$ cat src/rtl/bpos_ram.sv
// generic single-port-write, registered-read ram
module bpos_ram #(
   parameter int WIDTH = 8,
   parameter int DEPTH = 32
) (
   input  logic                     clock,
   input  logic                     wr_en,
   input  logic [$clog2(DEPTH)-1:0] wr_addr,
   input  logic [WIDTH-1:0]         wr_data,
   input  logic                     rd_en,
   input  logic [$clog2(DEPTH)-1:0] rd_addr,
   output logic [WIDTH-1:0]         rd_data
);

   logic [WIDTH-1:0] mem_ff [DEPTH];
   logic [WIDTH-1:0] rd_data_ff;

   always_ff @(posedge clock) begin
      if (wr_en) begin
         mem_ff[wr_addr] <= wr_data;
      end
      if (rd_en) begin
         rd_data_ff <= mem_ff[rd_addr];
      end
   end

   assign rd_data = rd_data_ff;

endmodule

$ cat config.mk
export PLATFORM = sky130hd
export DESIGN_NAME = bpos_ram
export DESIGN_NICKNAME = d
export VERILOG_FILES = /design/src/rtl/bpos_ram.sv
export SDC_FILE = /design/constraint.sdc
export NUM_CORES = 1
export LEC_CHECK = 0
export BUFFER_PORTS_ARGS = -buffer_cell sky130_fd_sc_hd__buf_2
export CAP_MARGIN = 20
export CORE_MARGIN = 3
export CORE_UTILIZATION = 45
export CTS_CLUSTER_DIAMETER = 60
export DETAILED_ROUTE_END_ITERATION = 6
export GPL_TIMING_DRIVEN = 0
export HOLD_SLACK_MARGIN = 0.15
export MAX_ROUTING_LAYER = met4
export RECOVER_POWER = 25
export SETUP_SLACK_MARGIN = 0.02
export SKIP_CTS_REPAIR_TIMING = 1
export SLEW_MARGIN = 20
export SYNTH_ARGS = -nofsm -noshare
export SYNTH_HDL_FRONTEND = slang
export SYNTH_SLANG_ARGS = --single-unit
$ cat constraint.sdc
create_clock -name clock -period 3.4 [get_ports clock]
set_input_delay 0.68 -clock clock [delete_from_list [all_inputs] [get_ports clock]]
set_output_delay 0.68 -clock clock [all_outputs]
set_load 0.01 [all_outputs]
# Yosys cells after proc, flatten, opt, wreduce, memory -nomap -nowiden
# Memory sizes are Yosys's and may differ from the RTL's. A register that Yosys moved wholly into a read port is not among the register bits.
# Index checks and enable logic that the tools add are counted.
[word_totals] reg_bits=0 ram_bits=256 output_inout_bits=8 word_cells=3 n_memories=1
[op_classes] mux=2
[mem_list] name="mem_ff" depth=32 word_bits=8 rd=1 rd_ports_with_merged_regs=1 wr=1 line="15" text="logic [WIDTH-1:0] mem_ff [DEPTH];"
[op_table] op="two-way mux 1 bit" count=2

# Longest topological paths before layout
# Gate-level depths: netlist (run 1).
[logic_depth] word_depth=2 ltp_mapped=5 ltp_nobuf=3

# Worst setup path after synthesis (run 1)
# Ideal clock, no wire load.
[synth_path] path_type="input port to flip-flop" from="input port rd_addr[2]" to="register rd_data_ff[0] (netlist: rd_data[0]), read port of mem_ff, data pin" setup_time_ps=260 t_arrival_ps=2362 required_ps=3140 path_slack_ps=778 cell_stages=5 path_buffers=2 path_cell_list="clkbuf_1 clkbuf_1 mux4_2 mux4_2 mux2_2"
[synth_lines] element="from (decl)" line="11" text="input logic [$clog2(DEPTH)-1:0] rd_addr,"
[synth_lines] element="to (decl)" line="16" text="logic [WIDTH-1:0] rd_data_ff;"

==> results of run 1 <==
-- power groups by stage --
stage               clock, mW  combinational [mW]  sequential, mW
floorplan                   0               0.193            3.71
global placement            0               0.340            3.71
detailed placement          0               0.347            3.71
CTS                      2.97               0.348            3.64
global route             3.10               0.366            3.65
finish                   2.92               0.340            3.65
-- worst register-to-register path: cells and delay by family, from the launching register on --
| family | cells | cell delay, ps |
|---|---|---|
| flip-flops | 1 | 370 |
| multiplexers | 3 | 1360 |
-- cell families (layout without fill, tap and decap cells) --
logic type             count (synthesis)  count (layout)
DFF                                  264             264
buffers and inverters                 20              93
and+or+nand+nor                       45              45
muxes                                 88              88
-- synthesized netlist by cell type, drive strengths merged --
cell type,number,area (um^2)
edfxtp,264,7930
mux4,80,1800
nor2,33,124
buf,14,83.8
mux2,8,90.1
clkbuf,6,22.5
nand3b,5,37.5
or3b,3,26.3
nand3,2,10.0
nand2,1,3.75
or3,1,6.26
-- state kept, by name, indices dropped and copies added, names as in the netlist --
signal,flops
mem_ff,256
rd_data,8
-- layer usage --
layer | part of all wire (%) | wire length (um)
met4 | 1.2 | 244
met5 | 0 | 0
met1 | 45 | 9040
met3 | 6.8 | 1370
met2 | 47 | 9430
-- layout make-up --
type / instances / area [um^2] / area share (%)
well taps: 280 / 350 / 3.05
multi-input cells: 133 / 2100 / 18.3
plain buffers: 20 / 106 / 0.927
repair buffers: 23 / 105 / 0.916
flip-flops and latches: 264 / 7930 / 69.1
clock inverters: 12 / 124 / 1.08
clock buffers: 38 / 759 / 6.62
-- worst max path at each step --
stage	startpoint	end	slack, ps
floorplan	rd_addr[2]	rd_data[0]	780
global placement	rd_addr[2]	rd_data[2]	-40
detailed placement	rd_addr[2]	rd_data[2]	-10
CTS	rd_addr[2]	rd_data[2]	540
global route	rd_addr[2]	rd_data[2]	480
finish	rd_addr[2]	rd_data[2]	550
-- through the flow --
step / std cells / setup TNS, ps / setup slack, ps / hold slack [ps]
2_1_floorplan: 417 / 0 / 778 / 779
3_3_place_gp: 720 / -106 / -38.1 / 1000
3_5_place_dp: 720 / -16.6 / -12.0 / 1010
4_1_cts: 770 / 0 / 536 / 476
5_1_grt: 770 / 0 / 479 / 581
6_report: 770 / 0 / 550 / 579
-- layout by cell type, fill, tap and decap left out, drive strengths merged --
cell type	n
edfxtp	264
mux4	80
clkbuf	52
nor2	33
buf	29
mux2	8
clkinv	6
nand3b	5
or3b	3
nand3	2
clkinvlp	2
bufinv	2
inv	2
nand2	1
or3	1
==> results_dict.tcl, run 1 <==
set metrics [dict create \
    synth-compound-area-share_pct 0 \
    cp_num_cells 5 \
    cp-end-kind "register" \
    r2r-start "mem_ff[21][3]" \
    rows 54 \
    synth_area_um2 10100 \
    fin_crit_sh_pct 83.8 \
    cts_root_buf "clkbuf_16" \
    io_pins 29 \
    gr-usage-met3_pct 3.25 \
    cp.arrival_ps 3120 \
    critical_path_buf_inv_count 2 \
    drt-initial-drc-count 365 \
    grt_use_total_pct 17.3 \
    critPathLaunchType "primary input" \
    fp.dieW_um 156 \
    synth_warnings 0 \
    cp_top_family "multiplexers" \
    core-area_um2 22000 \
    cts_buffer_depth 3 \
    drv_cap 0 \
    worstPathRequired_ps 3670 \
    synth_simple_gate_area_share_pct 2.05 \
    run_status "complete, no violations" \
    path_max_fanout 10 \
    rrSetupSlack_ps 1420 \
    cpMostUsedCell "mux4_2" \
    final_cell_area_um2 11500 \
    yosys.area_share.xor_xnor_pct 0 \
    htree_levels 1 \
    die_h_um 156 \
    vias 4419 \
    initial_core_util_pct 46.1 \
    critical-path-max-stage-delay_ps 690 \
    post-route-min-period_ps 2850 \
    p_switching_mw 1.41 \
    met1_usage_pct 25.7 \
    numCtsBuffers 28 \
    seqPwrFrac_pct 52.8 \
    nets 491 \
    post-route-util_pct 52.2 \
    finalSetupViolCount 0 \
    drc 0 \
    p_leak_nw 3.53 \
    reg2regPathDepth 3 \
    clock.fmax_mhz 351 \
    place_area_um2 10600 \
    vdd_ir_drop_max_v 0.000344 \
    wl_per_cell_um 26.1 \
    synth_mux_area_share_pct 18.7 \
    avgSynthCellArea_um2 24.3 \
    grt_max_degree 33 \
    grt_pass1_wl_mm 29.7 \
    clock-sinks 264 \
    finalPower_mw 6.90 \
    drtPass1Iterations 4 \
    area_growth_pct 13.2 \
    worstSetupPathType "primary input to register" \
    insertion_delay_ps 530 \
    grt_use_met2_pct 25.6 \
    drive_gt1_share_pct 31.4 \
    hold_violations 0 \
    fillers 1669 \
    antenna_cells 0 \
    ys_ff_latch 264 \
    gp_congestion 0.763 \
    synthCells 417 \
    min-delay-start "rd_en" \
    yosysUniqueCellTypes 14 \
    critical-path-slowest-cell "buf_1" \
    io_buffers 23 \
    p_int_mw 5.50 \
    final_antenna_net_count 0 \
    slew_viol_final 0 \
    busiest_layer "met1" \
    grt_pass1_vias 4529 \
    path_cells "clkbuf_1 > buf_1 > mux4_2 > mux4_2 > mux2_2" \
    relSlewSlack_pct 1.20 \
    whs_path_depth 1 \
    yosysSeqAreaShare_pct 78.2 \
    switching_share_pct 20.4 \
    rsz0062_at_grt "false" \
    die-area_um2 24400 \
    p_per_area_nw_per_um2 602 \
    synth_fa_ha_area_share_pct 0 \
    synth_fp_nets 438 \
    antenna_found_initial 0 \
    hpwl_mm 12.9 \
    viasPerCell 5.74 \
    clk_pin_slew_worst_paths_ps 60 \
    reg2reg_to "rd_data[3]" \
    cts_tree "done" \
    min_delay_worst_endpoint "rd_data[6]" \
    p_clk_share_pct 42.3 \
    hp-class "primary input to register" \
    skew_ps 16.1 \
    tightest_slew_ps 1480 \
    wirelength_mm 20.1 \
    synth_top_family_by_area "multiplexers" \
    power_frac_comb_pct 4.9 \
    grt_overflow 0 \
]
Note: power is estimated with default switching activity, not from simulation.
==> run 2: changes to the inputs <==
Clock period 3.4 ns to 2.6 ns, I/O delays scaled along.
==> results_dict.tcl, run 2 (synthesis results as in run 1) <==
set metrics [dict create \
    run_status "complete, no violations" \
    clock-sinks 264 \
    finalSetupTns_ps 0 \
    finalSetupViolCount 0 \
    cp-end-kind "register" \
    fillers 1666 \
    p_leak_nw 3.55 \
    relSlewSlack_pct 1.98 \
    gp_congestion 0.763 \
    die-area_um2 24400 \
    grt_pass1_wl_mm 29.7 \
    top_register "mem_ff" \
    nets 491 \
    wl_per_cell_um 26.0 \
    viasPerCell 5.73 \
    grt_pass1_vias 4529 \
    die_h_um 156 \
    largest_reg_flops 256 \
    clk_pin_slew_worst_paths_ps 60 \
    io_pins 29 \
    tightest_slew_ps 1470 \
    vdd_ir_drop_max_v 0.000450 \
    slew_viol_final 0 \
    wirelength_mm 20.1 \
    grt_overflow 0 \
    final_antenna_net_count 0 \
    p_switching_mw 1.84 \
    hp-class "primary input to register" \
    rows 54 \
    critPathLaunchType "primary input" \
    hold_violations 0 \
    worst_slack_ps 175 \
    cts_root_buf "clkbuf_16" \
    worstSetupPathType "primary input to register" \
    drc 0 \
    path_max_fanout 10 \
    cp.arrival_ps 2690 \
    final_cell_mix "264 x edfxtp_1, 80 x mux4_2, 33 x nor2_1" \
    clock.fmax_mhz 412 \
    power_frac_comb_pct 4.9 \
    vias 4412 \
    post-route-min-period_ps 2430 \
    p_int_mw 7.19 \
    mostFrequentLayoutCell "edfxtp_1" \
    io_buffers 23 \
    switching_share_pct 20.3 \
    core-area_um2 22000 \
    skew_ps 15.5 \
    htree_levels 1 \
    seqCellArea_um2 7930 \
    post-route-util_pct 52.3 \
    numCtsBuffers 28 \
    cts_buffer_depth 3 \
    antenna_found_initial 0 \
    drv_cap 0 \
    area_growth_pct 13.3 \
    multiInputGateArea_um2 2100 \
    rsz0062_at_grt "false" \
    seqPwrFrac_pct 52.8 \
    hold-worst-slack_ps 418 \
    worstPathRequired_ps 2870 \
    fp.dieW_um 156 \
    hpwl_mm 12.9 \
    grt_max_degree 33 \
    drt-initial-drc-count 371 \
    p_per_area_nw_per_um2 786 \
    initial_core_util_pct 46.1 \
    grt_use_total_pct 17.3 \
    finalPower_mw 9.03 \
    antenna_cells 0 \
    cts_tree "done" \
    dpl_worst_slack_ps -652 \
    drive_gt1_share_pct 32.7 \
    insertion_delay_ps 530 \
    p_clk_share_pct 42.3 \
    drtPass1Iterations 5 \
    fin_crit_sh_pct 93.3 \
]
[run 2: cell types whose count changed in the layout (fill, tap and decap cells not counted), sizes merged]
cell,previous run,this run
buf,29,26
clkbuf,52,55
[run 2: cell type report]
class | count | share of cell area, %
flip-flops and latches | 264 | 69.1
clock inverters | 12 | 1.08
well taps | 280 | 3.05
repair buffers | 23 | 0.916
plain buffers | 20 | 0.992
multi-input cells | 133 | 18.3
clock buffers | 38 | 6.62
[run 2: final timing paths]
kind,from,end,slack (ps),cells past startpoint
hold / removal,rd_en,rd_data[6],420,1
hold reg to reg,mem_ff[26][5],rd_data[5],1020,3
setup / recovery,rd_addr[2],rd_data[2],170,5
setup reg to reg,mem_ff[21][3],rd_data[3],610,3
[run 2: power by group through the flow]
stage          Clock, mW  Combinational (mW)  Sequential (mW)
6_report            3.81               0.446             4.77
2_1_floorplan          0               0.252             4.86
4_1_cts             3.88               0.455             4.77
5_1_grt             4.05               0.478             4.77
3_3_place_gp           0               0.445             4.85
3_5_place_dp           0               0.453             4.86
[run 2: routing by layer]
layer | track usage [%] | vias up | share of wire (%)
li1 | - | 1890 | -
met1 | 25.7 | 2351 | 45
met2 | 25.6 | 154 | 47
met3 | 3.25 | 17 | 7.0
met4 | 3.57 | 0 | 1.2
met5 | - | - | 0
[run 2: per-stage QoR]
stage	area (um^2)	cells
floorplan	10100	417
global placement	10600	720
detailed placement	10600	720
CTS	11500	770
global route	11500	770
finish	11500	770
[run 2: worst max-delay path, stage by stage]
cell and delay, ps:
clkbuf_1 480, clkbuf_2 460, mux4_2 410, mux4_2 510, mux2_2 310
